**src/hw/rtl/ralc_pkg.sv**
```systemverilog
// shared types, constants and helpers for the random access load controller
// no dependencies; imported by every ralc module and the top level
package ralc_pkg;

	// restoring divider geometry: one quotient bit per stage
	localparam int unsigned DIV_N_W = 64;
	localparam int unsigned DIV_D_W = 34;
	localparam int unsigned DIV_LAT = DIV_N_W;

	// front to back queue
	localparam int unsigned Q_DEPTH = 4;
	localparam int unsigned Q_AW = $clog2(Q_DEPTH);

	// fixed controller constants
	localparam int unsigned AGG_FLOOR = 1;
	localparam logic [32:0] AGG_FLOOR_Q = 33'(64'(AGG_FLOOR) << 16);
	localparam logic [16:0] WIN_GAIN = 17'd32768;
	localparam logic [16:0] WIN_STEP = 17'd16;
	localparam logic [16:0] ONE_Q16 = 17'd65536;
	localparam logic [63:0] ELIG_NUM = 64'd1 << 33;
	localparam logic [63:0] WIN_NUM = 64'd1 << 34;

	typedef enum logic [2:0] {
		REG_TARGET_LOAD,
		REG_DEAD_BAND,
		REG_MIN_PROB,
		REG_MAX_PROB,
		REG_MIN_WIN,
		REG_MAX_WIN,
		REG_PROB_GAIN,
		REG_MAX_PROB_CHG
	} reg_idx_t;

	typedef struct packed {
		logic [23:0] target_load;
		logic [23:0] dead_band;
		logic [16:0] min_probability;
		logic [16:0] max_probability;
		logic [15:0] min_window;
		logic [15:0] max_window;
		logic [16:0] probability_gain;
		logic [16:0] max_probability_change;
	} cfg_t;

	localparam cfg_t CFG_RESET = '{
		target_load: 24'd65536,
		dead_band: 24'd6554,
		min_probability: 17'd655,
		max_probability: 17'd65536,
		min_window: 16'd1,
		max_window: 16'd1024,
		probability_gain: 17'd32768,
		max_probability_change: 17'd6554
	};

	// classified input word as it waits in the queue
	typedef struct packed {
		logic        present;
		logic        small_users;
		logic [23:0] users;
		logic [15:0] slots;
		logic [16:0] cur_p;
		logic [15:0] cur_w;
	} item_t;

	function automatic logic [16:0] clamp_p(input logic [63:0] v, input logic [16:0] lo,
			input logic [16:0] hi);
		logic [63:0] r;
		r = (v > 64'(hi)) ? 64'(hi) : v;
		if (r < 64'(lo)) r = 64'(lo);
		return r[16:0];
	endfunction

	function automatic logic [15:0] clamp_w(input logic [63:0] v, input logic [15:0] lo,
			input logic [15:0] hi);
		logic [63:0] r;
		r = (v > 64'(hi)) ? 64'(hi) : v;
		if (r < 64'(lo)) r = 64'(lo);
		return r[15:0];
	endfunction

	// max(1, w) + 1
	function automatic logic [16:0] win_div(input logic [15:0] w);
		return (w == '0) ? 17'd2 : ({1'b0, w} + 17'd1);
	endfunction

	function automatic logic [32:0] floor_agg(input logic [63:0] q);
		return (q > 64'(AGG_FLOOR_Q)) ? q[32:0] : AGG_FLOOR_Q;
	endfunction

endpackage

```
**src/hw/rtl/ralc_front.sv**
```systemverilog
// front end: takes input words, classifies them and pushes them to the queue
// depends on ralc_pkg (item_t, AGG_FLOOR)
module ralc_front (
	input  logic                  in_valid,
	output logic                  in_stall,
	input  logic                  plan_present,
	input  logic [23:0]           ready_users,
	input  logic [15:0]           access_slots,
	input  logic [16:0]           current_probability,
	input  logic [15:0]           current_window,
	input  logic                  q_full,
	output logic                  push,
	output ralc_pkg::item_t       push_item
);
	import ralc_pkg::*;

	assign in_stall = q_full;
	assign push     = in_valid && !q_full;

	always_comb begin
		push_item.present     = plan_present;
		// too few users to reach the floor: aggressiveness goes to its maximum
		push_item.small_users = {ready_users, 8'b0} <= 32'(AGG_FLOOR);
		push_item.users       = ready_users;
		push_item.slots       = (access_slots == '0) ? 16'd1 : access_slots;
		push_item.cur_p       = current_probability;
		push_item.cur_w       = current_window;
	end

endmodule

```
**config.mk**
```make
export PLATFORM = sky130hd
export DESIGN_NAME = ralc_front
export DESIGN_NICKNAME = d
export VERILOG_FILES = /design/src/hw/rtl/ralc_pkg.sv /design/src/hw/rtl/ralc_front.sv
export SDC_FILE = /design/constraint.sdc
export NUM_CORES = 1
export LEC_CHECK = 0
export ABC_AREA = 1
export BUFFER_PORTS_ARGS = -buffer_cell sky130_fd_sc_hd__clkbuf_2
export CAP_MARGIN = 20
export CORE_AREA = 2 2 59 61
export DETAILED_ROUTE_END_ITERATION = 8
export DIE_AREA = 0 0 61 63
export PLACE_DENSITY = 0.74
export SLEW_MARGIN = 5
export SYNTH_ARGS = -nofsm -noshare
export SYNTH_HDL_FRONTEND = slang
export SYNTH_SLANG_ARGS = --single-unit
```
**constraint.sdc**
```tcl
create_clock -name vclk -period 0.8
set_input_delay 0.04 -clock vclk [all_inputs]
set_output_delay 0.04 -clock vclk [all_outputs]
set_load 0.02 [all_outputs]
```
# Word-level counts from Yosys, hierarchy flattened
# Cells that the tools add are included.
[word_totals]
word_cells = 5
input_bits = 76
ff_bits = 0
[classes]
n_mux = 1
magnitude_cmp = 1
n_reduce_logical = 3
[ops]
columns = ["operator", "count"]
rows = [
  ["less-or-equal comparator 32 x 1 -> 1 bit, second input constant", 1],
  ["zero test 16 bit", 1],
  ["2-to-1 mux 16 bit", 1],
  ["logical AND 1 bit", 1],
  ["zero test 1 bit", 1],
]

# Longest topological paths before layout
[logic_depth]
depth_word = 2
depth_mapped = 5
ltp_nobuf = 5

# Worst setup path after synthesis
# OpenSTA, ideal clock, no wires.
[synth_timing]
path_type = "input-to-output"
from = "input ready_users[12]"
to = "output push_item[73] (netlist bit)"
path_stages = 5
required_ns = 0.760
path_slack_ns = 0.246
arrival_ns = 0.514
path_buffers = 0
cell_sequence = "nor2_1 > nand2_1 > nor2_1 > nand2_1 > nor2_2"
[synth_rtl]
columns = ["item", "line_no", "rtl"]
rows = [
  ["from (decl)", "ralc_front.sv:7", "input logic [23:0] ready_users,"],
  ["to (decl)", "ralc_front.sv:13", "output ralc_pkg::item_t push_item"],
]

==> summary.md <==
| Metric | Value |
|---|---|
| Run status | `completed` |
| Count of cell types in the netlist | `7` |
| Family with the most delay on the worst path | `simple AND/OR/NAND/NOR gates` |
| Final Power | `449 µW` |
| # DRC | `0` |
| Hold Fails Final Rpt | `0` |
| Slew Viols, Final | `0` |
| Vias in the first global route | `560` |
| Most frequent cells in the layout | `77 x clkbuf_2, 17 x nor2_1, 11 x nand2_1` |
| Slowest stage cell, crit path | `buf_6` |
| Port Buffers | `85` |
| Slew Limit Headroom | `91.1%` |
| FP Rows | `21` |
| Post-CTS Setup Inserts | `0` |
| Storage element area | `0 µm²` |
| CORE AREA | `3230 µm²` |
| CP Data Required Time | `760 ps` |
| Crit path cell chain | `buf_6 -> nor2_4 -> nand2_1 -> nor2_1 -> nand2_1 -> nor2_2 -> buf_6` |
| IO Pins | `153` |
| Vias per std cell | `3.69` |
| Hold Path End | `push_item[20]` |
| Fill count | `382` |
| Hold Crit Start | `current_probability[4]` |
| Post-layout instance area | `slightly above 700 µm²` |
| Setup tns final | `0 ps` |
| CP peak stage delay | `approximately 120 ps` |
| Mapped Nets | `between 150 and 200` |
| Nets | `approximately 200` |
| 1st-pass router iterations | `2` |
| Final WL | `1.78 mm` |
| Antenna Cells | `0` |
| Dpl ws | `about 30 ps` |
| Max cap viols | `0` |
| Ys Warns | `0` |
| Via count | `631` |
| Finished Layout Cells | `~170` |
| CP Class | `input port to output pin` |
| Seq/Total Area, Yosys | `0%` |
| Buffers & Inverters on Critical Path | `2` |
| Share of cells above drive strength 1 | `roughly three quarters` |
| Initial Utilization | `20.2%` |
| Die Y | `about 63 µm` |
| Crit. Startpoint | `ready_users[19]` |
| Placer Congestion | `between 0.5 and 0.6` |
| Static leakage | `0.433 nW` |
| CP Data Arrival Time | `680 ps` |
| Clock buf count | `0` |
| Gr ovfl total | `0` |
| GRT Total Usage | `about 7.9%` |
| Met1 Use GR | `under 10%` |
| Synthesized cell area | `between 600 and 700 µm²` |
| M3 GR Usage | `~1.9%` |
| Layout overhead on the synthesized area | `9.18%` |
| Least-Margin Pin Slew | `between 100 and 150 ps` |
| Synthesized instance count | `roughly 110` |
| RSZ-0062 raised after global routing | `no` |
| Maximum vdd drop | `0.183 mV` |
| Routed len/inst | `~10 µm` |
| Pwr Density | `approximately 630 nW/µm²` |
| Setup WS post-layout | `between 80 and 90 ps` |
| Worst Hold Depth | `0` |
| Commonest non-fill, non-tap cell in the layout | `clkbuf_2` |
| Seq cells | `0` |
| Hold crit path type | `input port to output pin` |
| First-pass GRT wire length | `~2.4 mm` |
| FMAX | `1390 MHz` |
| Final ANT Viol Nets | `0` |
| 1st-iter DRT viols | `1` |
| Crit share post-route | `89.9%` |
| Die Area | `roughly 3800 µm²` |
| Period minus WS final | `slightly above 700 ps` |
| Critical path endpoint category | `output pin` |
| Antenna violations before repair | `0` |
| Syn avg cell area | `approximately 5.7 µm²` |
| Largest net degree at the start of global routing | `3` |
| Placed Area | `approximately 640 µm²` |
| Post-layout util | `between 20 and 25%` |
| Min Hold Slack | `around 80 ps` |
| Worst Path Max Fanout | `2` |
| Post-placement cell count | `about 170` |
| Most used routing layer | `met2` |
| Final setup violation count | `0` |
| Crit path launch type | `input port` |
| GR met2 Demand/Resource | `between 10% and 20%` |
| Die X | `about 61 µm` |
## cell families after synthesis
group                  share of synthesized area (%)
buffers and inverters                           77.4
AND/OR/NAND/NOR                                 22.6
## Yosys cell counts, drive strengths merged
cell,instances,area (µm²)
nand2,11,41.3
nor2,26,100
nand4,1,6.26
clkbuf,15,56.3
buf,59,443
inv,2,7.51
## worst max path at each step
stage	end	slack [ps]	cells after the start
floorplan	push_item[73]	250	5
global placement	push_item[73]	3	7
detailed placement	push_item[73]	30	7
CTS	push_item[73]	30	7
global route	push_item[33]	3	7
finish	push_item[73]	80	7
## area by class of cell
type                            instances  area [µm²]  area share (%)
Tap cell                               46        57.6            8.06
Timing Repair Buffer                   85         472            66.0
Inverter                                2        7.51            1.05
Multi-Input combinational cell         38         178            24.9
## metal layers
layer | vias up | wire, µm | part of all wire, %
met4 | 0 | 40 | 2.3
met5 | - | 0 | 0
met1 | 250 | 509 | 29
li1 | 293 | - | -
met2 | 82 | 917 | 52
met3 | 6 | 307 | 17
## where the power goes
| group | switching, mW | total, mW | leakage [nW] | internal, mW |
|---|---|---|---|---|
| logic | 0.264 | 0.449 | 0.433 | 0.185 |
| registers | 0 | 0 | 0 | 0 |
| clock network | 0 | 0 | 0 | 0 |
## what timing repair did
item	CTS	global route
endpoints found under the setup margin	0	2
gates resized for setup	0	22
hold buffers	0	0
Note: power is estimated with default switching activity, not from simulation.
