--- src/hw/rtl/ralc_pkg.sv ---
// shared types, constants and helpers for the random access load controller
// no dependencies; imported by every ralc module and the top level
package ralc_pkg;

	// restoring divider geometry: one quotient bit per stage
	localparam int unsigned DIV_N_W = 64;
	localparam int unsigned DIV_D_W = 34;
	localparam int unsigned DIV_LAT = DIV_N_W;

	// front to back queue
	localparam int unsigned Q_DEPTH = 4;
	localparam int unsigned Q_AW = $clog2(Q_DEPTH);

	// fixed controller constants
	localparam int unsigned AGG_FLOOR = 1;
	localparam logic [32:0] AGG_FLOOR_Q = 33'(64'(AGG_FLOOR) << 16);
	localparam logic [16:0] WIN_GAIN = 17'd32768;
	localparam logic [16:0] WIN_STEP = 17'd16;
	localparam logic [16:0] ONE_Q16 = 17'd65536;
	localparam logic [63:0] ELIG_NUM = 64'd1 << 33;
	localparam logic [63:0] WIN_NUM = 64'd1 << 34;

	typedef enum logic [2:0] {
		REG_TARGET_LOAD,
		REG_DEAD_BAND,
		REG_MIN_PROB,
		REG_MAX_PROB,
		REG_MIN_WIN,
		REG_MAX_WIN,
		REG_PROB_GAIN,
		REG_MAX_PROB_CHG
	} reg_idx_t;

	typedef struct packed {
		logic [23:0] target_load;
		logic [23:0] dead_band;
		logic [16:0] min_probability;
		logic [16:0] max_probability;
		logic [15:0] min_window;
		logic [15:0] max_window;
		logic [16:0] probability_gain;
		logic [16:0] max_probability_change;
	} cfg_t;

	localparam cfg_t CFG_RESET = '{
		target_load: 24'd65536,
		dead_band: 24'd6554,
		min_probability: 17'd655,
		max_probability: 17'd65536,
		min_window: 16'd1,
		max_window: 16'd1024,
		probability_gain: 17'd32768,
		max_probability_change: 17'd6554
	};

	// classified input word as it waits in the queue
	typedef struct packed {
		logic        present;
		logic        small_users;
		logic [23:0] users;
		logic [15:0] slots;
		logic [16:0] cur_p;
		logic [15:0] cur_w;
	} item_t;

	function automatic logic [16:0] clamp_p(input logic [63:0] v, input logic [16:0] lo,
			input logic [16:0] hi);
		logic [63:0] r;
		r = (v > 64'(hi)) ? 64'(hi) : v;
		if (r < 64'(lo)) r = 64'(lo);
		return r[16:0];
	endfunction

	function automatic logic [15:0] clamp_w(input logic [63:0] v, input logic [15:0] lo,
			input logic [15:0] hi);
		logic [63:0] r;
		r = (v > 64'(hi)) ? 64'(hi) : v;
		if (r < 64'(lo)) r = 64'(lo);
		return r[15:0];
	endfunction

	// max(1, w) + 1
	function automatic logic [16:0] win_div(input logic [15:0] w);
		return (w == '0) ? 17'd2 : ({1'b0, w} + 17'd1);
	endfunction

	function automatic logic [32:0] floor_agg(input logic [63:0] q);
		return (q > 64'(AGG_FLOOR_Q)) ? q[32:0] : AGG_FLOOR_Q;
	endfunction

endpackage

--- src/hw/rtl/ralc_queue.sv ---
// short fifo between front and back end
// depends on ralc_pkg (item_t, Q_DEPTH)
module ralc_queue (
	input  logic            clk,
	input  logic            arst_n,
	input  logic            push,
	input  ralc_pkg::item_t push_item,
	output logic            full,
	input  logic            pop,
	output logic            head_valid,
	output ralc_pkg::item_t head_item
);
	import ralc_pkg::*;

	item_t           mem_q [Q_DEPTH];
	logic [Q_AW-1:0] wr_ptr_q;
	logic [Q_AW-1:0] rd_ptr_q;
	logic [Q_AW:0]   cnt_q;

	assign full       = cnt_q == (Q_AW+1)'(Q_DEPTH);
	assign head_valid = cnt_q != '0;
	assign head_item  = mem_q[rd_ptr_q];

	always_ff @(posedge clk) begin
		if (push) begin
			mem_q[wr_ptr_q] <= push_item;
		end
	end

	always_ff @(posedge clk or negedge arst_n) begin
		if (!arst_n) begin
			wr_ptr_q <= '0;
			rd_ptr_q <= '0;
			cnt_q    <= '0;
		end else begin
			if (push) wr_ptr_q <= wr_ptr_q + 1'b1;
			if (pop) rd_ptr_q <= rd_ptr_q + 1'b1;
			if (push && !pop) cnt_q <= cnt_q + 1'b1;
			else if (pop && !push) cnt_q <= cnt_q - 1'b1;
		end
	end

	assert property (@(posedge clk) disable iff (!arst_n) cnt_q <= (Q_AW+1)'(Q_DEPTH))
		else $error("queue count above depth");
	assert property (@(posedge clk) disable iff (!arst_n) pop |-> cnt_q != '0)
		else $error("pop from empty queue");
	assert property (@(posedge clk) disable iff (!arst_n) push && !pop |=> cnt_q != '0)
		else $error("queue lost a word");

endmodule

--- config.mk ---
export PLATFORM = sky130hd
export DESIGN_NAME = ralc_queue
export DESIGN_NICKNAME = d
export VERILOG_FILES = /design/src/hw/rtl/ralc_pkg.sv /design/src/hw/rtl/ralc_queue.sv
export SDC_FILE = /design/constraint.sdc
export NUM_CORES = 1
export LEC_CHECK = 0
export ABC_AREA = 1
export BUFFER_PORTS_ARGS = -buffer_cell sky130_fd_sc_hd__buf_2
export CAP_MARGIN = 0
export CORE_ASPECT_RATIO = 1.5
export CORE_UTILIZATION = 50
export CTS_CLUSTER_DIAMETER = 200
export DETAILED_ROUTE_END_ITERATION = 16
export GPL_TIMING_DRIVEN = 0
export PLACE_DENSITY_LB_ADDON = 0.05
export SYNTH_ARGS = -nofsm -noshare
export SYNTH_HDL_FRONTEND = slang
export SYNTH_SLANG_ARGS = --single-unit
--- constraint.sdc ---
create_clock -name clk -period 6.8 [get_ports clk]
set_input_delay 0 -clock clk [delete_from_list [all_inputs] [get_ports clk]]
set_output_delay 0 -clock clk [all_outputs]
set_load 0.1 [all_outputs]
== After elaboration in Yosys (flattened, before gate mapping) ==
Memories as Yosys holds them, arrays and structs flattened.
Cells that the tools add are included.
Cells by class
  equal/unequal tests: 1
  reduce and logical (&&, ||, !) cells: 6
  add/subtract/negate cells: 4
  muxes and demuxes: 4
Operator list (count)
  two-way mux 3 bit: 2
  adder 2 x 1 -> 2 bit (second input constant): 2
  adder 3 x 1 -> 3 bit (second input constant): 1
  equality test 3 bit (second input constant): 1
  nonzero test 3 bit: 1
  subtractor 3 x 1 -> 3 bit (second input constant): 1
  logical AND 1 bit: 2
  zero test 1 bit: 2
  two-way mux 1 bit: 2
  nonzero test 2 bit: 1
Word-level totals
  RAM bits: 300
  logic and storage cells: 19
  memories kept: 1
  input port bits: 79
  register bits: 7
Memory list
  mem_q: words 4, width 75, read ports 1, clocked after Yosys merged registers in 0, write ports 1, RTL line ralc_queue.sv:15  | item_t mem_q [Q_DEPTH];

== Longest topological paths before layout ==
  word-level depth: 4
  depth in mapped cells: 9
  mapped depth without buffers: 9

== Worst setup path before layout ==
No wires, ideal clock.
  kind: flip-flop to flip-flop
  start point: register wr_ptr_q[0]
  end point: memory mem_q[2][0] (netlist name) (enable)
  required time: 6.371 ns
  arrival time: 2.127 ns
  slack: 4.244 ns
  stages on the path, launching flop included: 5
  setup time: 0.429 ns
  path through: dfrtp_1 inv_1 ha_1 nand2_1 inv_1
RTL lines
  start, declared: RTL line ralc_queue.sv:16  | logic [Q_AW-1:0] wr_ptr_q;
  start signal, assigned: RTL line ralc_queue.sv:36  | if (push) wr_ptr_q <= wr_ptr_q + 1'b1;
  end, declared: RTL line ralc_queue.sv:15
No word-level cell before the write port.

==> run_results.csv <==
group,metric,value,unit
synthesis,synth_area_leader_cell,"edfxtp_1",
cells_and_area,seqCellArea,9180,µm²
synthesis,synth-compound-area-share,10.5,%
cells_and_area,layout.nets,1277,
critical_path,critPathMaxFanout,10,
global_route,grt_overflow,0,
outcome,status,"finished clean",
cells_and_area,drive_above_1_share,23.2,%
clocking,h-tree-depth,1,
global_route,grt_usage,21.0,%
clocking,cts.sinks,307,
synthesis,synthTopCellsByCount,"edfxtp_1, nand2_1, inv_1",
min_path,worstHoldPathType,"primary input to flop",
critical_path,path_class,"flop to primary output",
drt,drt_wl_total,26.6,mm
timing,fmax,422,MHz
critical_path,arrival,2.37,ns
clocking,clk_latency,0.53,ns
run,maxCapViolCount,0,
critical_path,crit_slowest_cell,"clkbuf_1",
synthesis,syn_area,12600,µm²
synthesis,synth_area_leaders,"edfxtp_1, nand2_1, o211ai_1",
critical_path,cp_cell_sequence,"inv_2 > clkbuf_1 > o211ai_1 > nand2_1 > buf_2",
timing,setup_viol,0,
clocking,clockBufferDepth,3,
timing,rsz0062_at_grt,"false",
timing,fin_crit_sh,34.8,%
drt,drtPass1Iterations,4,
clocking,cts_tree,"built",
critical_path,end_kind,"primary output",
synthesis,yosysWarnings,0,
timing,max_slew_margin,59.0,%
drt,viasPerCell,4.99,
place,portBuffers,155,
critical_path,cpLargestDelayFamily,"buffers and inverters",
clocking,numCtsBuffers,28,
synthesis,ys_ff_latch,307,
synthesis,synth_cells,924,
synthesis,synthMuxAreaShare,0,%
synthesis,synthDominantCellAreaShare,71.4,%
global_route,antenna_found_initial,0,
synthesis,post-synth-top-count-cell,"edfxtp_1",
synthesis,synth_top_family_by_area,"compound AO/OA/AOI/OAI gates",
drt,drc,0,
timing,tns,0,ns
synthesis,synthSimpleGateAreaFrac,7.27,%
drt,drt_iter0_drc,326,
clocking,root_buffer,"clkbuf_16",
clocking,cts_resized,0,
global_route,grt_pass1_wl,41.2,mm
synthesis,synth-async-reset-ratio,2.28,%
critical_path,start_kind,"flop",
timing,fin_crit,2.37,ns
floorplanning,io_pins,156,
synthesis,synth_edf_count,300,
global_route,grt_start_max_net_pins,57,
floorplanning,die_h,197,µm
floorplanning,dieArea,25900,µm²
cells_and_area,syn_to_final_growth,23.4,%
synthesis,synthesis.nets,1009,
cells_and_area,filler_cell_count,1878,
cells_and_area,n_antenna_cell,0,
critical_path,slowest_delay,0.49,ns
place,dp_hpwl,15.7,mm
synthesis,yosysSeqAreaShare,72.8,%
timing,finalHoldViolCount,0,
global_route,grt_pass1_vias,7681,
floorplanning,rows,70,
timing,slew_viol_final,0,
drt,vias,7670,
synthesis,syn_area_per_cell,13.7,µm²
floorplanning,die_w,132,µm
cells_and_area,multi_input_area,2360,µm²
floorplanning,initial_utilization,51.3,%
timing,clock_skew,0.00597,ns
synthesis,synth-main-ff-cell,"edfxtp_1",
synthesis,synthDistinctLibCells,20,
critical_path,cp_data_required_time,6.80,ns
critical_path,crit_buf_inv,3,
floorplanning,core-area,24600,µm²
clocking,clk_pin_slew_worst_paths,0.06,ns
drt,wl_per_cell,17.3,µm
place,place_congestion,0.725,
synthesis,synthXorXnorAreaFrac,0.278,%
synthesis,synthAdderAreaFrac,0.654,%
drt,drtAntennaViolNets,0,
timing,worst_pin_slew,0.615,ns
timing repair:
item | CTS | global route
hold endpoints to repair | 314 | 0
setup buffers | 0 | 0
hold buffers | 79 | 0
endpoints found under the setup margin | 0 | 0
cell usage in the layout, fill, tap and decap left out:
| cell type | count |
|---|---|
| nand3_1 | 1 |
| dfrtp_1 | 7 |
| buf_2 | 162 |
| clkinv_1 | 8 |
| xor2_1 | 3 |
| o21ai_1 | 1 |
| xnor2_1 | 1 |
| nand4_1 | 1 |
| nand2_1 | 239 |
| clkbuf_16 | 29 |
| bufinv_16 | 2 |
| buf_4 | 3 |
| clkinv_2 | 2 |
| edfxtp_1 | 300 |
| inv_1 | 157 |
| clkbuf_1 | 14 |
| dlygate4sd3_1 | 79 |
| clkinvlp_4 | 1 |
| inv_4 | 4 |
| ha_1 | 5 |
| o211ai_2 | 38 |
| o211ai_1 | 112 |
| inv_2 | 1 |
| buf_16 | 4 |
| fa_1 | 1 |
| nor3_1 | 1 |
| nor2_1 | 1 |
| buf_6 | 35 |
per-stage QoR:
| stage | area, µm² | cells | util, % | hold slack, ns | setup slack, ns |
|---|---|---|---|---|---|
| final | 15600 | 1536 | 63.3 | 0.213 | 4.43 |
| after global routing | 15600 | 1536 | 63.3 | 0.210 | 4.29 |
| after CTS | 15600 | 1536 | 63.3 | 0.189 | 4.36 |
| after detailed placement | 13900 | 1407 | 56.6 | -0.147 | 4.91 |
| after global placement | 13800 | 1403 | 56.1 | -0.145 | 2.96 |
| after floorplan | 12600 | 924 | - | -0.296 | 4.24 |
layout make-up:
cell class / instances / share of cell area [%]
sequential: 307 / 59.0
multi-input combinational: 404 / 15.1
timing repair buffer: 238 / 10.8
clock buffer: 37 / 4.85
inverter: 162 / 3.97
buffer: 51 / 3.04
tap: 324 / 2.60
clock inverter: 13 / 0.691
cell families (layout without fill, tap and decap cells):
logic type	after synthesis	count (layout)
fa+ha+maj	6	6
compound gates	151	151
buf+inv	213	501
xor+xnor	4	4
simple gates	243	243
flops	307	307
final timing paths:
path | from | endpoint | slack, ns | depth (start not counted)
min in group asynchronous | arst_n | cnt_q[0]$_DFFE_PN0P_ | 0.44 | 3
hold / removal | push_item[15] | mem_q[1][15]$_DFFE_PP_ | 0.21 | 2
setup reg to reg | wr_ptr_q[1]$_DFFE_PN0P_ | mem_q[1][69]$_DFFE_PP_ | 4.93 | 5
hold reg to reg | cnt_q[2]$_DFFE_PN0P_ | cnt_q[2]$_DFFE_PN0P_ | 0.47 | 2
setup / recovery | rd_ptr_q[1]$_DFFE_PN0P_ | head_item[7] | 4.43 | 5
max in group asynchronous | arst_n | rd_ptr_q[1]$_DFFE_PN0P_ | 6.10 | 3
state kept, by name (all words and copies together) (netlist names):
name      cells
cnt_q         3
mem_q       300
rd_ptr_q      2
wr_ptr_q      2
worst reg2reg max path, cell delays in order (launching register included):
cell	delay [ns]
dfrtp_1	0.41
inv_1	0.12
ha_1	0.15
nand2_1	0.08
inv_4	0.44
buf_16	0.33
metal layers:
metal | track usage (%) | vias to the layer above | routed length, µm
met4 | 6.24 | 0 | 477
met5 | 0 | - | 0
met3 | 3.52 | 34 | 1390
met2 | 38.8 | 180 | 14000
met1 | 25.0 | 3708 | 10800
li1 | - | 3748 | -
Power is left out: the tool's default activity adds up to more than one toggle a clock period on the data nets, which glitch-free logic cannot reach.
